File: src/mm_pkg.sv
// Shared types and constants for the modular multiplier.
package mm_pkg;

   // Width of the operand and result fields on the stream ports.
   localparam int FIELD_WIDTH = 64;

   // Configuration port geometry: one 64-bit register, 8-byte slots.
   localparam int CSR_DATA_WIDTH = 64;
   localparam int CSR_ADDR_WIDTH = 4;

   // Register slot selected by the slot bit of the address.
   localparam logic REG_MODULUS = 1'b0;

   // Factors of the default modulus, (13*17)^2.
   localparam logic [63:0] P_FACTOR = 64'd13;
   localparam logic [63:0] Q_FACTOR = 64'd17;
   localparam logic [63:0] MODULUS_RESET = (P_FACTOR * Q_FACTOR) * (P_FACTOR * Q_FACTOR);

   // Sequencer states.
   typedef enum logic [4:0] {
      ST_IDLE   = 5'b00001,
      ST_REDUCE = 5'b00010,
      ST_LOAD   = 5'b00100,
      ST_MULT   = 5'b01000,
      ST_FLUSH  = 5'b10000
   } mm_state_type;

   // Strobes from the sequencer to the datapath units.
   typedef struct packed {
      logic accept;      // a request is taken this cycle
      logic red_step;    // one remainder bit step
      logic acc_load;    // load the reduced multiplicand, clear the sum
      logic acc_step;    // one add-and-double step
   } mm_ctrl_type;

endpackage

File: src/modular_multiplier_unit.sv
// Modular multiplier top level: stream ports, register port and sequencer.
//
// Usage:
//   A request on req_ carries the multiplicand and multiplier; one result on rsp_
//   carries their product modulo the modulus register. The modulus is written
//   through the csr_ port (64-bit register at byte address 0) while the block is idle.
//   Operands and modulus are taken in their low OPERAND_WIDTH bits.
//   One request is worked on at a time. After acceptance the sequencer steps the
//   bit-serial remainder unit once per multiplicand bit, loads the add-and-double
//   unit, steps it once per multiplier bit, and then hands the result to the output
//   register. A zero modulus skips both units and goes straight to the hand-over,
//   giving a zero product. The next request is taken only once the sequencer is
//   back in idle after the hand-over.
//   req_tready is high whenever no request is in work, also while a finished
//   result still sits in the output register. If the receiver stalls and the
//   output register is full, the next result waits in the datapath until the
//   register frees; the block takes no new request meanwhile.
//   Reset clears the sequencer and the output valid and sets the modulus to
//   48841, the square of 13 times 17.
module modular_multiplier_unit
   import mm_pkg::*;
#(
   parameter int OPERAND_WIDTH = 64
) (
   input  logic                      clock,
   input  logic                      reset,
   // Request channel.
   input  logic                      req_tvalid,
   output logic                      req_tready,
   input  logic [2*FIELD_WIDTH-1:0]  req_tdata,   // multiplicand [63:0], multiplier [127:64]
   // Result channel.
   output logic                      rsp_tvalid,
   input  logic                      rsp_tready,
   output logic [FIELD_WIDTH-1:0]    rsp_tdata,   // product [63:0]
   // Register port.
   input  logic                      csr_psel,
   input  logic                      csr_penable,
   input  logic                      csr_pwrite,
   input  logic [CSR_ADDR_WIDTH-1:0] csr_paddr,
   input  logic [CSR_DATA_WIDTH-1:0] csr_pwdata,
   output logic [CSR_DATA_WIDTH-1:0] csr_prdata,
   output logic                      csr_pready
);

   localparam int CNT_WIDTH = $clog2(OPERAND_WIDTH);
   localparam logic [CNT_WIDTH-1:0] CNT_LAST = CNT_WIDTH'(OPERAND_WIDTH - 1);

   mm_state_type                state_ff, state_in;
   logic [CNT_WIDTH-1:0]        count_ff, count_in;
   logic                        zero_ff, zero_in;
   logic [CSR_DATA_WIDTH-1:0]   modulus_ff, modulus_in;
   logic                        rsp_tvalid_ff, rsp_tvalid_in;
   logic [FIELD_WIDTH-1:0]      rsp_tdata_ff, rsp_tdata_in;
   mm_ctrl_type                 ctrl;
   logic [OPERAND_WIDTH-1:0]    modulus;
   logic [OPERAND_WIDTH-1:0]    remainder;
   logic [OPERAND_WIDTH-1:0]    sum;
   logic                        req_accept;
   logic                        out_free;
   logic                        csr_write;

   assign modulus    = modulus_ff[OPERAND_WIDTH-1:0];
   assign req_tready = (state_ff == ST_IDLE);
   assign req_accept = req_tvalid && req_tready;
   assign out_free   = !rsp_tvalid_ff || rsp_tready;

   // Register port: writes complete in the access phase, reads are combinational.
   assign csr_pready = 1'b1;
   assign csr_write  = csr_psel && csr_penable && csr_pwrite && csr_pready;
   assign csr_prdata = (csr_paddr[3] == REG_MODULUS) ? modulus_ff : '0;

   always_comb begin
      modulus_in = modulus_ff;
      if (csr_write && (csr_paddr[3] == REG_MODULUS)) begin
         modulus_in = csr_pwdata;
      end
   end

   // Sequencer: reduce, load, scan the multiplier, hand over (zero modulus: hand over only).
   always_comb begin
      state_in      = state_ff;
      count_in      = count_ff;
      zero_in       = zero_ff;
      rsp_tvalid_in = rsp_tvalid_ff;
      rsp_tdata_in  = rsp_tdata_ff;
      ctrl          = '0;
      if (rsp_tvalid_ff && rsp_tready) begin
         rsp_tvalid_in = 1'b0;
      end
      case (state_ff)
         ST_IDLE: begin
            if (req_accept) begin
               ctrl.accept = 1'b1;
               count_in    = '0;
               zero_in     = (modulus == '0);
               state_in    = (modulus == '0) ? ST_FLUSH : ST_REDUCE;
            end
         end
         ST_REDUCE: begin
            ctrl.red_step = 1'b1;
            count_in      = count_ff + 1'b1;
            if (count_ff == CNT_LAST) begin
               count_in = '0;
               state_in = ST_LOAD;
            end
         end
         ST_LOAD: begin
            ctrl.acc_load = 1'b1;
            state_in      = ST_MULT;
         end
         ST_MULT: begin
            ctrl.acc_step = 1'b1;
            count_in      = count_ff + 1'b1;
            if (count_ff == CNT_LAST) begin
               count_in = '0;
               state_in = ST_FLUSH;
            end
         end
         ST_FLUSH: begin
            if (out_free) begin
               rsp_tvalid_in = 1'b1;
               rsp_tdata_in  = zero_ff ? '0 : FIELD_WIDTH'(sum);
               state_in      = ST_IDLE;
            end
         end
         default: begin
            state_in = ST_IDLE;
         end
      endcase
   end

   always_ff @(posedge clock) begin
      if (reset) begin
         state_ff      <= ST_IDLE;
         count_ff      <= '0;
         zero_ff       <= 1'b0;
         rsp_tvalid_ff <= 1'b0;
         modulus_ff    <= MODULUS_RESET;
      end else begin
         state_ff      <= state_in;
         count_ff      <= count_in;
         zero_ff       <= zero_in;
         rsp_tvalid_ff <= rsp_tvalid_in;
         modulus_ff    <= modulus_in;
      end
   end

   always_ff @(posedge clock) begin
      rsp_tdata_ff <= rsp_tdata_in;
   end

   assign rsp_tvalid = rsp_tvalid_ff;
   assign rsp_tdata  = rsp_tdata_ff;

   // Bit-serial remainder of the multiplicand.
   mm_reducer #(
      .WIDTH(OPERAND_WIDTH)
   ) u_reducer (
      .clock     (clock),
      .ctrl      (ctrl),
      .dividend  (req_tdata[OPERAND_WIDTH-1:0]),
      .modulus   (modulus),
      .remainder (remainder)
   );

   // Interleaved add-and-double over the multiplier bits.
   mm_accumulator #(
      .WIDTH(OPERAND_WIDTH)
   ) u_accumulator (
      .clock      (clock),
      .ctrl       (ctrl),
      .multiplier (req_tdata[FIELD_WIDTH +: OPERAND_WIDTH]),
      .reduced    (remainder),
      .modulus    (modulus),
      .sum        (sum)
   );

`ifndef SYNTH
   // A new result appears only out of the hand-over state.
   a_rsp_from_flush: assert property (@(posedge clock) disable iff (reset)
      $rose(rsp_tvalid) |-> $past(state_ff == ST_FLUSH))
      else $error("result raised outside hand-over");

   // An accepted request always leaves the idle state.
   a_accept_busy: assert property (@(posedge clock) disable iff (reset)
      req_accept |=> (state_ff != ST_IDLE))
      else $error("request accepted but sequencer stayed idle");

   // The reduced multiplicand is a residue when it is loaded.
   a_rem_residue: assert property (@(posedge clock) disable iff (reset)
      (state_ff == ST_LOAD) |-> (remainder < modulus))
      else $error("remainder not below modulus");

   // The running sum stays a residue throughout the scan.
   a_sum_residue: assert property (@(posedge clock) disable iff (reset)
      (state_ff == ST_MULT) |-> (sum < modulus))
      else $error("running sum not below modulus");
`endif

endmodule

File: src/mm_reducer.sv
// Bit-serial restoring remainder unit: reduces the multiplicand modulo the modulus.
module mm_reducer
   import mm_pkg::*;
#(
   parameter int WIDTH = 64
) (
   input  logic             clock,
   input  mm_ctrl_type      ctrl,
   input  logic [WIDTH-1:0] dividend,
   input  logic [WIDTH-1:0] modulus,
   output logic [WIDTH-1:0] remainder
);

   logic [WIDTH-1:0] dvd_ff, dvd_in;
   logic [WIDTH-1:0] rem_ff, rem_in;
   logic [WIDTH:0]   trial;

   // Shift the next dividend bit into the partial remainder and subtract if it fits.
   always_comb begin
      trial  = {rem_ff, dvd_ff[WIDTH-1]};
      dvd_in = dvd_ff;
      rem_in = rem_ff;
      if (ctrl.accept) begin
         dvd_in = dividend;
         rem_in = '0;
      end else if (ctrl.red_step) begin
         dvd_in = {dvd_ff[WIDTH-2:0], 1'b0};
         if (trial >= {1'b0, modulus}) begin
            rem_in = WIDTH'(trial - {1'b0, modulus});
         end else begin
            rem_in = trial[WIDTH-1:0];
         end
      end
   end

   always_ff @(posedge clock) begin
      dvd_ff <= dvd_in;
      rem_ff <= rem_in;
   end

   assign remainder = rem_ff;

endmodule

File: src/mm_accumulator.sv
// Interleaved add-and-double unit: scans the multiplier one bit per cycle.
module mm_accumulator
   import mm_pkg::*;
#(
   parameter int WIDTH = 64
) (
   input  logic             clock,
   input  mm_ctrl_type      ctrl,
   input  logic [WIDTH-1:0] multiplier,
   input  logic [WIDTH-1:0] reduced,
   input  logic [WIDTH-1:0] modulus,
   output logic [WIDTH-1:0] sum
);

   logic [WIDTH-1:0] mplier_ff, mplier_in;
   logic [WIDTH-1:0] mcand_ff, mcand_in;
   logic [WIDTH-1:0] acc_ff, acc_in;

   // Modular add of two residues, with one extra bit for the carry.
   function automatic logic [WIDTH-1:0] add_mod(input logic [WIDTH-1:0] x,
                                                input logic [WIDTH-1:0] y,
                                                input logic [WIDTH-1:0] m);
      logic [WIDTH:0] s;
      s = {1'b0, x} + {1'b0, y};
      if (s >= {1'b0, m}) begin
         s = s - {1'b0, m};
      end
      return s[WIDTH-1:0];
   endfunction

   // The multiplier shifts right; its low bit gates the add, the multiplicand doubles.
   always_comb begin
      mplier_in = mplier_ff;
      mcand_in  = mcand_ff;
      acc_in    = acc_ff;
      if (ctrl.accept) begin
         mplier_in = multiplier;
      end
      if (ctrl.acc_load) begin
         mcand_in = reduced;
         acc_in   = '0;
      end else if (ctrl.acc_step) begin
         mplier_in = {1'b0, mplier_ff[WIDTH-1:1]};
         mcand_in  = add_mod(mcand_ff, mcand_ff, modulus);
         if (mplier_ff[0]) begin
            acc_in = add_mod(acc_ff, mcand_ff, modulus);
         end
      end
   end

   always_ff @(posedge clock) begin
      mplier_ff <= mplier_in;
      mcand_ff  <= mcand_in;
      acc_ff    <= acc_in;
   end

   assign sum = acc_ff;

endmodule

File: config.mk
export PLATFORM = sky130hd
export DESIGN_NAME = modular_multiplier_unit
export DESIGN_NICKNAME = d
export VERILOG_FILES = /design/src/mm_pkg.sv /design/src/modular_multiplier_unit.sv /design/src/mm_reducer.sv /design/src/mm_accumulator.sv
export SDC_FILE = /design/constraint.sdc
export NUM_CORES = 2
export LEC_CHECK = 0
export BUFFER_PORTS_ARGS = -buffer_cell sky130_fd_sc_hd__buf_4
export CORE_ASPECT_RATIO = 1.1
export CORE_UTILIZATION = 55
export DETAILED_ROUTE_END_ITERATION = 8
export PLACE_DENSITY = 0.89
export SLEW_MARGIN = 20
export SYNTH_ARGS = -nofsm -noshare
export SYNTH_HDL_FRONTEND = slang
export SYNTH_HIERARCHICAL = 1
export SYNTH_SLANG_ARGS = --single-unit
File: constraint.sdc
create_clock -name clock -period 5.75 [get_ports clock]
set_input_delay 1.15 -clock clock [delete_from_list [all_inputs] [get_ports clock]]
set_output_delay 1.15 -clock clock [all_outputs]
set_load 0.02 [all_outputs]
==> results by group <==
STA
  • Final setup TNS: -0.558 ns
  • Max Fclk: 169 MHz
  • Minimum clock period: 5.93 ns
  • Slew HR: 0.206
  • Final number of max-transition violations: 0
  • Final Hold Slack: 0.455 ns
  • Number of failing hold endpoints at the final stage: 0
  • Unrepaired setup endpoints after global routing: true
  • Least-Margin Pin Slew: 1.18 ns
  • Worst path setup slack after routing: -0.176 ns
  • Clock tree skew after final layout: 0.0548 ns
  • Final setup viols: 12
  • Ratio of final minimum period to clock period: 1.03

Run status
  • Run status: finished, violations left
  • Violated checks: negative setup slack

Layout
  • Count of nets after finishing: 5,199
  • Number of standard cells in the final layout excluding fillers: 5,616
  • Post-synthesis to final-layout area growth: 21.2%
  • Filler cell count in the final layout: 4,884
  • Post-layout util: 0.674
  • Layout cell share with drive strength beyond 1: 0.209
  • Diode count: 0

Place
  • IO Port Bufs: 329
  • Worst Setup Slack post-DPL: -0.354 ns
  • Routability Congestion: 0.971
  • Half-perimeter wire length of the detailed placement result: 85.5 mm
  • Number of placed instances, taps included: 5,482

Power and ir drop
  • Net Sw Frac: 0.366
  • Proportion of power drawn by combinational gates: 0.408
  • Switch Pwr: 0.00452 W
  • Portion of total power attributed to the clock network: 0.264
  • Worst voltage drop across the vdd grid: 0.440 mV
  • Static power due to leakage: 17.7 nW
  • Power per cell area: 288 nW/um^2
  • Int Pwr: 0.00782 W
  • Reg power frac: 0.327

Die
  • Width of the die: 244 um
  • Core area: 63,600 um^2
  • Effective utilization at floorplan: 0.556
  • Number of rows in the core area: 97
  • Height of the chip: 268 um
  • Top-level I/O count: 334
  • Die Footprint: 65,300 um^2

CTS
  • Number of CTS-inserted buffers: 48
  • CTS root buffer: sky130_fd_sc_hd__clkbuf_16
  • Number of buffers between clock root and the deepest sink: 3
  • Num Clock Sinks: 461
  • Max H-tree Level: 2
  • Clock tree from TritonCTS: yes
  • Clk pin slew, worst setup/hold paths: 0.06 ns
  • Clock latency of the later-clocked register in the worst-skew pair: 0.64 ns

Global route
  • Global route overflow: 0
  • All-layer global routing usage: 0.333
  • Number of global-route vias before repair: 32,100
  • Wire length of the first global-routing pass: 173 mm
  • Number of antenna violations at the first check in global routing: 0
  • Pin count of the biggest net entering global routing: 180

Synth
  • Compound-Gate Fraction of Synth Area: 0.231
  • Synthesized-area fraction occupied by and/or/nand/nor cells: 0.186
  • Count of distinct cell types in the synthesized netlist: 95
  • Proportion of synthesized area in mux cells: 0.0624
  • Cell taking the most area after synthesis: sky130_fd_sc_hd__edfxtp_1
  • Top-area cell type share of the netlist area: 0.163
  • Sequential fraction of the synthesis area: 0.315
  • Most instantiated flip-flop cell in the synthesis netlist: sky130_fd_sc_hd__dfxtp_1
  • Synthesized area divided by synthesized cell count: 8.24 um^2
  • Xor and xnor fraction of the mapped netlist area: 0.0572
  • Main combinational cell family by area after synthesis: compound AO/OA/AOI/OAI gates
  • Area share of fa/ha/maj cells after synthesis: 0.0932
  • Synth Cell Area: 35,400 um^2
  • Async set-reset flop share out of synthesis: 0
  • YS warnings: 6
  • Cell types with the largest area share after synthesis: sky130_fd_sc_hd__edfxtp_1, sky130_fd_sc_hd__dfxtp_1, sky130_fd_sc_hd__ha_1
  • Count of flip-flops with a built-in enable after synthesis: 192
  • Synthesized net count: 4,752
  • Top cells by instance count after synthesis: sky130_fd_sc_hd__nand2_1, sky130_fd_sc_hd__a21oi_1, sky130_fd_sc_hd__nor2_1, sky130_fd_sc_hd__dfxtp_1
  • Synthesis-stage register bit count: 461
  • Synthesized instance count: 4,288
  • Top-count cell post-synth: sky130_fd_sc_hd__nand2_1

Worst setup path
  • Worst path slowest cell: sky130_fd_sc_hd__or4_4
  • Capturing element type of the critical path: flip-flop
  • Worst EP required: 6.22 ns
  • Data arrival time at the worst-slack endpoint: 6.40 ns
  • Startpoint kind of the worst setup timing path: flip-flop
  • Critical path fanouts, max: 8
  • Critical Path Most Common Cell: sky130_fd_sc_hd__ha_1
  • Category of the most critical setup path: reg -> reg
  • Delay of the slowest cell on the worst path: 0.54 ns

Drt
  • Drt pass-1 iters: 7
  • Remaining antenna violation count: 0
  • Number of DRC violations after detailed routing: 0
  • Detailed-route vias per instance: 6.20
  • Vias after detailed routing: 34,800
  • Routed len/inst: 20.8 um
  • Routed Wire Length: 117 mm
  • Initial DRC Count: 3,948

Flow run
  • Maximum capacitance violations: 0

Min path
  • Class of the most critical hold timing path: reg -> reg
[power by group through the flow]
| stage | clock, W | combinational, W | sequential (W) |
|---|---|---|---|
| finish | 0.00326 | 0.00504 | 0.00404 |
| global route | 0.00339 | 0.00545 | 0.00407 |
| CTS | 0.00329 | 0.00480 | 0.00403 |
| detailed placement | 0 | 0.00469 | 0.00409 |
| global placement | 0 | 0.00459 | 0.00407 |
| floorplan | 0 | 0.00365 | 0.00399 |
[metrics by stage]
stage	total power (W)	instance area (um^2)
final	0.0123	42800
after global routing	0.0129	42800
after CTS	0.0121	42100
after detailed placement	0.00877	40000
after global placement	0.00866	40000
after floorplan	0.00764	35400
[registers in the layout (all words and copies together) (netlist names), 5 cells and up]
register                 cells
state_ff                     5
u_accumulator/mplier_ff     64
rsp_tdata                   64
u_accumulator/mcand_ff      64
count_ff                     6
u_accumulator/sum           64
modulus                     64
u_reducer/remainder         64
u_reducer/dvd_ff            64
[logic make-up after synthesis]
logic type | count (synthesis)
simple gates | 1362
compound gates | 1285
buf+inv | 479
flops | 461
fa+ha+maj | 261
xor+xnor | 230
mux | 209
other cells | 1
[per-layer routing]
layer  share of wire  up-vias  track usage
met5               0        -            0
met3           0.094      320       0.0530
li1                -    16400            -
met1            0.41    16300        0.446
met4           0.050        0        0.147
met2            0.44     1767        0.532
[final cells by class]
type	count	area (um^2)	share of cell area
well taps	841	1050	0.0246
flip-flops and latches	461	11200	0.260
clock buffers	65	1370	0.0320
inverters	228	863	0.0202
clock inverters	25	265	0.00619
repair buffers	648	5080	0.119
multi-input cells	3348	23100	0.538
[critical path, delay by kind of cell (launching register included)]
kind	cells	cell delay, ns
AO/OA/AOI/OAI	12	2.34
AND/OR/NAND/NOR	7	1.56
adder cells (fa/ha/maj)	2	0.65
buffers and inverters	4	0.65
flip-flops	1	0.42
XOR/XNOR	1	0.18
[cells in the final DEF (no fill, tap or decap), drive strengths merged, types with 75 or more instances in the layout]
master / synthesis / routed
nor3: 84 / 84
mux2i: 120 / 120
nand3: 83 / 83
nor2: 325 / 325
nand4: 75 / 75
dfxtp: 269 / 269
a21o: 143 / 143
ha: 257 / 257
edfxtp: 192 / 192
o21ai: 271 / 271
nand2: 427 / 427
nor2b: 168 / 168
buf: 66 / 647
a21oi: 416 / 416
xnor2: 128 / 128
inv: 228 / 231
xor2: 102 / 102
mux2: 89 / 89
a211oi: 154 / 154
[what timing repair did]
| action | in CTS | in global routing |
|---|---|---|
| endpoints found under the setup margin | 64 | 64 |
| setup buffers | 24 | 22 |
| cloned | 1 | 1 |
| gates resized for setup | 45 | 140 |
| pin swaps | 32 | 68 |
| hold buffers | 0 | 0 |
[worst paths after layout]
path                                             startpoint                     endpoint  slack (ns)  depth (start not counted)
worst min register to register  u_accumulator/mplier_ff[32]  u_accumulator/mplier_ff[31]        0.45                          2
worst max-delay path              u_accumulator/mcand_ff[1]         u_accumulator/sum[6]       -0.18                         26
worst max register to register    u_accumulator/mcand_ff[1]         u_accumulator/sum[6]       -0.18                         26
worst min-delay path            u_accumulator/mplier_ff[32]  u_accumulator/mplier_ff[31]        0.45                          2
Note: power is estimated with default switching activity, not from simulation.
